[src/hdl/afb_pkg.sv]
`timescale 1ns / 1ps
// ----------------------------------------------------------------------------
// afb_pkg: shared codes and widths for the lockout and backoff gate
// command, answer and verdict codes, register indexes and field widths
// ----------------------------------------------------------------------------
package afb_pkg;

    localparam int CountW   = 8;
    localparam int DelayW   = 32;
    localparam int CodeW    = 2;
    localparam int CfgIdxW  = 2;
    localparam int InDataW  = 8;
    localparam int OutDataW = 48;

    // commands
    localparam logic [CodeW-1:0] CMD_OBSERVE = 2'd0;
    localparam logic [CodeW-1:0] CMD_RESTORE = 2'd1;
    localparam logic [CodeW-1:0] CMD_RESET   = 2'd2;

    // observed answers
    localparam logic [CodeW-1:0] ANS_ACCEPTED  = 2'd0;
    localparam logic [CodeW-1:0] ANS_REJECTED  = 2'd1;
    localparam logic [CodeW-1:0] ANS_FORBIDDEN = 2'd2;

    // verdicts
    localparam logic [CodeW-1:0] VERDICT_NONE    = 2'd0;
    localparam logic [CodeW-1:0] VERDICT_REVOKED = 2'd1;
    localparam logic [CodeW-1:0] VERDICT_SCOPE   = 2'd2;

    // configuration register indexes
    localparam logic [CfgIdxW-1:0] REG_MAX_REJECTIONS = 2'd0;
    localparam logic [CfgIdxW-1:0] REG_BASE_BACKOFF   = 2'd1;
    localparam logic [CfgIdxW-1:0] REG_MAX_BACKOFF    = 2'd2;

    localparam logic [CountW-1:0] COUNT_MAX = '1;

endpackage

[src/hdl/afb_backoff.sv]
`timescale 1ns / 1ps
// ----------------------------------------------------------------------------
// afb_backoff: capped exponential backoff
// base doubled once per rejection past the first, clipped at the ceiling
// ----------------------------------------------------------------------------
module afb_backoff
(
    input  logic [afb_pkg::CountW-1:0] count,
    input  logic [afb_pkg::DelayW-1:0] base_ms,
    input  logic [afb_pkg::DelayW-1:0] cap_ms,
    output logic [afb_pkg::DelayW-1:0] delay_ms
);

    localparam int ShiftW = $clog2(afb_pkg::DelayW);

    logic [afb_pkg::CountW-1:0]   shift_amt;
    logic                         shift_big;
    logic [2*afb_pkg::DelayW-1:0] shifted;
    logic                         over_cap;

    assign shift_amt = count - afb_pkg::CountW'(1);
    // a shift of a full word or more always passes any ceiling unless base is zero
    assign shift_big = (shift_amt[afb_pkg::CountW-1:ShiftW] != '0);
    assign shifted   = {{afb_pkg::DelayW{1'b0}}, base_ms} << shift_amt[ShiftW-1:0];

    always_comb
    begin
        if (shift_big)
        begin
            over_cap = (base_ms != '0);
        end
        else
        begin
            over_cap = (shifted >= {{afb_pkg::DelayW{1'b0}}, cap_ms});
        end
    end

    always_comb
    begin
        if (count == '0)
        begin
            delay_ms = '0;
        end
        else if (over_cap)
        begin
            delay_ms = cap_ms;
        end
        else
        begin
            delay_ms = shifted[afb_pkg::DelayW-1:0];
        end
    end

endmodule

[src/hdl/auth_failure_lockout_backoff.sv]
`timescale 1ns / 1ps
// ----------------------------------------------------------------------------
// auth_failure_lockout_backoff: rejection counter with lockout and backoff
// counts consecutive credential rejections, latches a lockout verdict and
// reports a capped exponential retry delay for every request
// ----------------------------------------------------------------------------
// result: registered, valid in the cycle after request acceptance
// throughput: one request per cycle unless a stalled result blocks it; the gate state
//   and result register load at the accepting edge; the next request sees the new state
// reset: asynchronous, clears count, pending and latched verdicts, restores
//   the register defaults (budget 3, base 1000 ms, ceiling 60000 ms)
// ----------------------------------------------------------------------------
module auth_failure_lockout_backoff
(
    input  logic                           clk,
    input  logic                           rst_n,

    // configuration write port
    input  logic                           cfg_we,
    input  logic [afb_pkg::CfgIdxW-1:0]    cfg_index,
    input  logic [afb_pkg::DelayW-1:0]     cfg_data,

    // request stream
    input  logic                           s_tvalid,
    output logic                           s_tready,
    input  logic [afb_pkg::InDataW-1:0]    s_tdata,   // answer [1:0], restore_verdict [3:2]
    input  logic [afb_pkg::CodeW-1:0]      s_tuser,   // command [1:0]

    // result stream
    output logic                           m_tvalid,
    input  logic                           m_tready,
    output logic [afb_pkg::OutDataW-1:0]   m_tdata    // verdict [1:0], is_blocked [2],
                                                      // rejection_count [10:3],
                                                      // backoff_ms [42:11]
);

    // configuration registers
    logic [afb_pkg::CountW-1:0] max_rej_reg;
    logic [afb_pkg::DelayW-1:0] base_reg;
    logic [afb_pkg::DelayW-1:0] cap_reg;

    // gate state
    logic [afb_pkg::CountW-1:0] count_reg,   count_next;
    logic [afb_pkg::CodeW-1:0]  pending_reg, pending_next;
    logic [afb_pkg::CodeW-1:0]  latched_reg, latched_next;

    // result register
    logic                         out_valid_reg;
    logic [afb_pkg::OutDataW-1:0] out_data_reg, out_data_next;

    logic                         accept;
    logic [afb_pkg::CodeW-1:0]    answer;
    logic [afb_pkg::CodeW-1:0]    restore_verdict;
    logic [afb_pkg::CountW-1:0]   count_inc;
    logic [afb_pkg::DelayW-1:0]   delay_ms;

    assign answer          = s_tdata[1:0];
    assign restore_verdict = s_tdata[3:2];

    // the result register frees itself in the same cycle it is taken
    assign s_tready = !out_valid_reg || m_tready;
    assign accept   = s_tvalid && s_tready;

    assign m_tvalid = out_valid_reg;
    assign m_tdata  = out_data_reg;

    // saturating increment
    assign count_inc = (count_reg == afb_pkg::COUNT_MAX) ? count_reg
                                                         : count_reg + afb_pkg::CountW'(1);

    // next gate state for the request on the input
    always_comb
    begin
        count_next   = count_reg;
        pending_next = pending_reg;
        latched_next = latched_reg;
        case (s_tuser)
            afb_pkg::CMD_OBSERVE:
            begin
                case (answer)
                    afb_pkg::ANS_ACCEPTED:
                    begin
                        // latched verdict survives a success
                        count_next   = '0;
                        pending_next = afb_pkg::VERDICT_NONE;
                    end
                    afb_pkg::ANS_REJECTED,
                    afb_pkg::ANS_FORBIDDEN:
                    begin
                        pending_next = (answer == afb_pkg::ANS_REJECTED)
                                       ? afb_pkg::VERDICT_REVOKED
                                       : afb_pkg::VERDICT_SCOPE;
                        // once blocked the count is frozen
                        if (latched_reg == afb_pkg::VERDICT_NONE)
                        begin
                            count_next = count_inc;
                            if (count_inc >= max_rej_reg)
                            begin
                                latched_next = pending_next;
                            end
                        end
                    end
                    default:
                    begin
                        // silent answer leaves the gate alone
                    end
                endcase
            end
            afb_pkg::CMD_RESTORE:
            begin
                if (restore_verdict == afb_pkg::VERDICT_REVOKED ||
                    restore_verdict == afb_pkg::VERDICT_SCOPE)
                begin
                    latched_next = restore_verdict;
                    pending_next = restore_verdict;
                    count_next   = max_rej_reg;
                end
                else
                begin
                    // none or unknown verdict clears the gate
                    count_next   = '0;
                    pending_next = afb_pkg::VERDICT_NONE;
                    latched_next = afb_pkg::VERDICT_NONE;
                end
            end
            afb_pkg::CMD_RESET:
            begin
                count_next   = '0;
                pending_next = afb_pkg::VERDICT_NONE;
                latched_next = afb_pkg::VERDICT_NONE;
            end
            default:
            begin
                // unused command reports the current state
            end
        endcase
    end

    // backoff from the updated count
    afb_backoff u_backoff
    (
        .count    (count_next),
        .base_ms  (base_reg),
        .cap_ms   (cap_reg),
        .delay_ms (delay_ms)
    );

    // pack the result, zero pad to whole bytes
    assign out_data_next = {5'b0, delay_ms, count_next,
                            (latched_next != afb_pkg::VERDICT_NONE), latched_next};

    // configuration writes
    always_ff @(posedge clk or negedge rst_n)
    begin
        if (!rst_n)
        begin
            max_rej_reg <= afb_pkg::CountW'(3);
            base_reg    <= afb_pkg::DelayW'(1000);
            cap_reg     <= afb_pkg::DelayW'(60000);
        end
        else if (cfg_we)
        begin
            case (cfg_index)
                afb_pkg::REG_MAX_REJECTIONS: max_rej_reg <= cfg_data[afb_pkg::CountW-1:0];
                afb_pkg::REG_BASE_BACKOFF:   base_reg    <= cfg_data;
                afb_pkg::REG_MAX_BACKOFF:    cap_reg     <= cfg_data;
                default:
                begin
                    // index beyond the register list is ignored
                end
            endcase
        end
    end

    // gate state and result valid
    always_ff @(posedge clk or negedge rst_n)
    begin
        if (!rst_n)
        begin
            count_reg     <= '0;
            pending_reg   <= afb_pkg::VERDICT_NONE;
            latched_reg   <= afb_pkg::VERDICT_NONE;
            out_valid_reg <= 1'b0;
        end
        else if (accept)
        begin
            count_reg     <= count_next;
            pending_reg   <= pending_next;
            latched_reg   <= latched_next;
            out_valid_reg <= 1'b1;
        end
        else if (m_tready)
        begin
            out_valid_reg <= 1'b0;
        end
    end

    // result payload, no reset needed
    always_ff @(posedge clk)
    begin
        if (accept)
        begin
            out_data_reg <= out_data_next;
        end
    end

endmodule

[config.mk]
export PLATFORM = sky130hd
export DESIGN_NAME = auth_failure_lockout_backoff
export DESIGN_NICKNAME = d
export VERILOG_FILES = /design/src/hdl/afb_pkg.sv /design/src/hdl/afb_backoff.sv /design/src/hdl/auth_failure_lockout_backoff.sv
export SDC_FILE = /design/constraint.sdc
export NUM_CORES = 1
export LEC_CHECK = 0
export BUFFER_PORTS_ARGS = -buffer_cell sky130_fd_sc_hd__buf_2
export CELL_PAD_IN_SITES_DETAIL_PLACEMENT = 2
export CELL_PAD_IN_SITES_GLOBAL_PLACEMENT = 2
export CORE_UTILIZATION = 42
export DETAILED_ROUTE_END_ITERATION = 6
export HOLD_SLACK_MARGIN = 0.15
export PLACE_DENSITY = 0.86
export REMOVE_ABC_BUFFERS = 1
export SLEW_MARGIN = 20
export SYNTH_ARGS = -nofsm -noshare
export SYNTH_HDL_FRONTEND = slang
export SYNTH_SLANG_ARGS = --single-unit
[constraint.sdc]
create_clock -name clk -period 11.61 [get_ports clk]
set_clock_uncertainty 0.1 [all_clocks]
set_input_delay 2.322 -clock clk [delete_from_list [all_inputs] [get_ports clk]]
set_output_delay 2.322 -clock clk [all_outputs]
set_load 0.01 [all_outputs]
==> out/results.ini, run 1 <==
[worst_setup_path]
cp.buffers_inverters=2
crit_path_top_delay_cell=ha_1
reg2reg_from=count_reg[0]$_DFFE_PN0P_
endpoint_kind=register
worstSetupPathType=input pin to register
crit_fanout=32
r2r_slack_ns=3.17
cp_slowest_stage_delay_ns=0.85
crit_cells=26
r2r_cells=24
cp_top_family=compound AO/OA/AOI/OAI gates
rr_endpoint=m_tdata[34]$_SDFFCE_PN0P_
crit_required_ns=11.75
path_common_cell=a21o_1
crit_arrival_ns=10.09
endpoint=m_tdata[34]$_SDFFCE_PN0P_
worst_setup_path_start_kind=input pin
cp-startpoint=s_tdata[0]

[placement]
dpl.cell_count=1274
io_buffers=89
dpl.hpwl_um=24500
routabilityCongestion=0.936

[yosys]
netlist_instances=951
synth.area.mux_share_pct=19.7
syn_area_per_cell_um2=9.91
ys.flop_type=dfrtp_1
ys_ff_latch=126
yosys_warnings=0
synthAdderAreaFrac_pct=6.24
async_flop_share_pct=65.9
seq_area_frac_synth_pct=35.9
synth_simple_gate_area_share_pct=15.2
synth-xor-area-share_pct=0.996
synth_area_um2=9430
synth_top_family_by_area=multiplexers
ys_types=87
synth_edf_count=43
synth_compound_area_share_pct=15.7

[cts]
cts_root_buffer=clkbuf_16
clkLatencyLatePin_ns=0.45
cts_setup_buffers=0
clk_pin_slew_worst_paths_ns=0.07
clockBufferDepth=2
cts_tree=yes
cts_sinks=126
post_cts_resized=0
h-tree-depth=4
numCtsBuffers=17
hold_buffers=0

[routing]
drtIter0Drc=718
drt_pass1_iterations=5
vias=8500
routed_wl_um=36800
wl_per_cell_um=28.2
avgViaCountPerCell=6.51
drc=0
ant_nets=0

[timing]
setup_viol_count_final=0
max_freq_ghz=0.100
rsz0062_at_grt=no
layout_min_cycle_time_ns=9.95
hold_viol_final=0
tightest_slew_ns=0.918
min_period_over_period_pct=85.7
setup_tns_ns=0
drv_slew=0
relSlewSlack_pct=38.8

[cells_and_area]
final-seq-area_um2=3390
layout_common_cells=nand2_1 (147), buf_2 (88), mux2_2 (82)
fin_nets=1109
final_common_cell=nand2_1
utilization_pct=48.6
n_antenna_cell=0
fillers=2289
stdcell_count=1306
multi_input_area_um2=5510
area_growth_pct=12.9
largest_reg_flops=43
drive_gt1_share_pct=28.8

[grt]
grt_pass1_wl_um=57600
grt_usage_pct=32.7
antenna_found_initial=0
grt_pass1_vias=9358
grt_max_degree=65
grt-ovfl-total=0

[die]
initial_core_util_pct=43.1
die_area_um2=23000
die_h_um=152
rows=54
die_w_um=152
ios=99
coreArea_um2=21900

[pwr]
pwr_density_cell_nw_per_um2=281
ir_drop_mv=0.127
p_leak_nw=4.86

[run]
drv_cap=0

[run_status]
outcome=finished clean

[hold_path]
hold_path.class=register to register

-- logic make-up after synthesis --
logic type | count (synthesis)
AOI/OAI and AO/OA | 194
xor gates and xnor gates | 9
adders and majority gates | 47
buffers and inverters | 121
DFF | 126
muxes | 158
other | 1
and+or+nand+nor | 295
-- how the worst min path moves through the flow --
stage / start / endpoint / slack, ns / depth (start not counted)
6_report: m_tvalid$_DFFE_PN0P_ / m_tvalid$_DFFE_PN0P_ / 0.45 / 2
5_1_grt: cap_reg[31]$_DFFE_PN0P_ / cap_reg[31]$_DFFE_PN0P_ / 0.46 / 1
4_1_cts: m_tvalid$_DFFE_PN0P_ / m_tvalid$_DFFE_PN0P_ / 0.45 / 2
3_5_place_dp: cap_reg[29]$_DFFE_PN0P_ / cap_reg[29]$_DFFE_PN0P_ / 0.43 / 1
3_3_place_gp: cap_reg[31]$_DFFE_PN0P_ / cap_reg[31]$_DFFE_PN0P_ / 0.41 / 1
2_1_floorplan: max_rej_reg[1]$_DFFE_PN1P_ / max_rej_reg[1]$_DFFE_PN1P_ / 0.40 / 2
-- synthesized netlist by cell type (all sizes together), types with 24 or more instances --
| library cell | instances | share of area, % |
|---|---|---|
| a21o | 24 | 1.9 |
| buf | 31 | 2.6 |
| clkbuf | 38 | 1.5 |
| dfrtp | 68 | 18 |
| edfxtp | 43 | 14 |
| ha | 47 | 6.2 |
| inv | 52 | 2.1 |
| mux2 | 82 | 9.8 |
| mux2i | 62 | 6.6 |
| nand2 | 147 | 5.9 |
| nor2 | 48 | 2.0 |
| nor3 | 25 | 1.5 |
| o21ai | 34 | 1.8 |
| o22ai | 25 | 1.8 |
-- tightest hold or removal path: cells and delay by family (launching register included) --
family	cells	cell delay, ns
AND/OR/NAND/NOR	2	0.16
flip-flops	1	0.35
-- layer usage --
metal | wire length (um) | track usage [%] | vias up | share of wire (%)
met3 | 2150 | 5.82 | 116 | 5.8
met2 | 18400 | 55.8 | 383 | 50
met1 | 14600 | 39.5 | 4370 | 40
met4 | 1660 | 16.7 | 0 | 4.5
li1 | - | - | 3631 | -
met5 | 0 | 0 | - | 0
-- stage by stage --
stage	hold WS [ns]	total power [W]	setup slack (ns)	area (um2)
2_1_floorplan	0.401	0.00174	1.91	9050
3_3_place_gp	0.414	0.00220	1.51	10000
3_5_place_dp	0.432	0.00230	1.58	10000
4_1_cts	0.448	0.00297	1.88	10600
5_1_grt	0.459	0.00313	1.30	10600
6_report	0.446	0.00299	1.66	10600
-- final cells by class --
type	count	area share (%)
Sequential cell	126	31.8
Clock buffer	18	4.03
Tap cell	280	3.29
Inverter	52	1.83
Timing Repair Buffer	108	5.55
Clock inverter	14	1.72
Multi-Input combinational cell	708	51.8
-- power breakdown --
part	switching, W	internal, W
Combinational	0.00108	0.000668
Clock	0.000241	0.000343
Sequential	0.000107	0.000557
Note: power is estimated with default switching activity, not from simulation.
==> run 2, diff against run 1 <==
--- a/config.mk
+++ b/config.mk
@@ -5,13 +5,14 @@
 export SDC_FILE = /design/constraint.sdc
 export NUM_CORES = 1
 export LEC_CHECK = 0
-export BUFFER_PORTS_ARGS = -buffer_cell sky130_fd_sc_hd__buf_2
 export CELL_PAD_IN_SITES_DETAIL_PLACEMENT = 2
 export CELL_PAD_IN_SITES_GLOBAL_PLACEMENT = 2
-export CORE_UTILIZATION = 42
+export CORE_ASPECT_RATIO = 0.75
+export CORE_UTILIZATION = 45
 export DETAILED_ROUTE_END_ITERATION = 6
+export DONT_BUFFER_PORTS = 1
 export HOLD_SLACK_MARGIN = 0.15
-export PLACE_DENSITY = 0.86
+export PLACE_DENSITY = 0.85
 export REMOVE_ABC_BUFFERS = 1
 export SLEW_MARGIN = 20
 export SYNTH_ARGS = -nofsm -noshare
==> out/results.ini, run 2 (synthesis gave the netlist of run 1 again) <==
[run_status]
outcome=finished clean

[timing]
setup_viol_count_final=0  ; unchanged
setup_slack_ns=2.01  ; +0.347 ns
setup_tns_ns=0  ; unchanged
hold_viol_final=0  ; unchanged
max_freq_ghz=0.104  ; +3.6%
rsz0062_at_grt=no
tightest_slew_ns=0.880  ; -0.0375 ns
drv_slew=0  ; unchanged
min_period_over_period_pct=82.7  ; -3.0 points
relSlewSlack_pct=41.2  ; +2.4 points
layout_min_cycle_time_ns=9.60  ; -0.347 ns

[cts]
cts_root_buffer=clkbuf_16
clk_pin_slew_worst_paths_ns=0.06  ; about the same
clkLatencyLatePin_ns=0.45  ; about the same
clockBufferDepth=2  ; unchanged
cts_sinks=126  ; unchanged
numCtsBuffers=17  ; unchanged
post_cts_resized=0  ; unchanged
h-tree-depth=4  ; unchanged
hold_buffers=0  ; unchanged
cts_tree=yes
cts_setup_buffers=0  ; unchanged

[cells_and_area]
drive_gt1_share_pct=22.3  ; -6.6 points
n_antenna_cell=0  ; unchanged
final_common_cell=nand2_1
layout_common_cells=nand2_1 (147), mux2_2 (82), dfrtp_1 (68)
area_growth_pct=8.54
largest_reg_flops=43  ; unchanged
fin_nets=1021  ; -7.9%

[placement]
dp_slack_ns=1.76  ; +0.185 ns
dpl.hpwl_um=23600  ; -3.7%
routabilityCongestion=0.927  ; -1.0%
io_buffers=0  ; -100%

[worst_setup_path]
r2r_slack_ns=3.17  ; about the same
worst_setup_path_start_kind=input pin
endpoint_kind=register
reg2reg_from=count_reg[0]$_DFFE_PN0P_
crit_fanout=30  ; -6.3%
rr_endpoint=m_tdata[28]$_SDFFCE_PN0P_
worstSetupPathType=input pin to register
r2r_cells=26  ; +8.3%
crit_arrival_ns=9.68  ; -0.41 ns
crit_required_ns=11.69  ; -0.06 ns

[grt]
antenna_found_initial=1  ; +1
grt_usage_pct=32.7  ; -0.070 points
grt_pass1_vias=8623  ; -7.9%
grt_pass1_wl_um=52400  ; -9.0%
grt_max_degree=84  ; +29%
grt-ovfl-total=0  ; unchanged

[routing]
vias=7880  ; -7.3%
wl_per_cell_um=27.6  ; -2.2%
drtIter0Drc=615  ; -14%
drt_pass1_iterations=5  ; unchanged
routed_wl_um=33600  ; -8.7%
drc=0  ; unchanged
avgViaCountPerCell=6.46  ; -0.76%
ant_nets=0  ; unchanged

[hold_path]
hold_path.class=register to register
min_from=cap_reg[1]$_DFFE_PN0P_
holdPathEnd=cap_reg[1]$_DFFE_PN0P_
holdPathStages=1  ; -1

[run]
drv_cap=0  ; unchanged

[pwr]
pwr_density_cell_nw_per_um2=288  ; +2.3%
ir_drop_mv=0.113  ; -11%
p_leak_nw=4.51  ; -7.2%

[die]
initial_core_util_pct=46.2  ; +3.2 points
coreArea_um2=20400  ; -6.9%
rows=45  ; -17%
die_w_um=169  ; +11%
die_area_um2=21500  ; -6.6%
ios=99  ; unchanged
die_h_um=127  ; -16%

[run 2: final cells by class]
cell class / instances / area (um2)
inverters: 52 / 195
clock buffers: 19 / 464
multi-input cells: 708 / 5490
fillers: 2113 / 10200
repair buffers: 20 / 163
flip-flops and latches: 126 / 3390
clock inverters: 13 / 174
well taps: 282 / 353
[run 2: worst max path at each step]
stage               startpoint                         to
floorplan           s_tdata[2]  m_tdata[11]$_SDFFCE_PN0P_
global placement    s_tdata[2]  m_tdata[34]$_SDFFCE_PN0P_
detailed placement  s_tdata[1]  m_tdata[23]$_SDFFCE_PN0P_
CTS                 s_tdata[2]  m_tdata[28]$_SDFFCE_PN0P_
global route        s_tdata[2]  m_tdata[23]$_SDFFCE_PN0P_
finish              s_tdata[2]  m_tdata[28]$_SDFFCE_PN0P_
[run 2: routing by layer]
| metal | wire length (um) | up-vias | GRT usage [%] |
|---|---|---|---|
| met3 | 2590 | 42 | 8.36 |
| met1 | 14700 | 4071 | 43.4 |
| met4 | 569 | 0 | 10.3 |
| met2 | 15800 | 313 | 52.3 |
| met5 | 0 | - | 0 |
| li1 | - | 3454 | - |
[run 2: through the flow]
step           instance area, um2  cells  util (%)  hold WS (ns)  total power (W)
2_1_floorplan                9050    886         -         0.401          0.00174
3_3_place_gp                 9590   1188      47.0         0.418          0.00220
3_5_place_dp                 9590   1188      47.1         0.424          0.00227
4_1_cts                     10200   1220      50.2         0.438          0.00292
5_1_grt                     10200   1220      50.2         0.462          0.00309
6_report                    10200   1220      50.2         0.437          0.00294
[run 2: report_power, final]
group | internal, W | switching (W) | total [W] | leakage (nW)
registers | 0.000559 | 0.000112 | 0.000671 | 1.40
logic | 0.000650 | 0.00103 | 0.00168 | 2.80
clock network | 0.000361 | 0.000231 | 0.000591 | 0.315
[run 2: worst max-delay path: stages]
cell and delay [ns]:
inv_1 0.02, ha_1 0.41, nand3b_1 0.22, nand2_1 0.22, o31a_2 0.45, nor2_2 0.65
ha_1 0.40, inv_1 0.12, or3_1 0.45, xor2_2 0.68, mux2_2 0.41, nor2_1 0.11
a21oi_1 0.10, ha_1 0.35, a21o_1 0.17, a21o_1 0.18, a21o_1 0.18, a21o_1 0.17
a21o_1 0.18, a21o_1 0.18, a2111oi_0 0.40, buf_4 0.20, and4b_1 0.18, o21ai_1 0.06
o31a_2 0.42, buf_12 0.21, mux2i_1 0.16
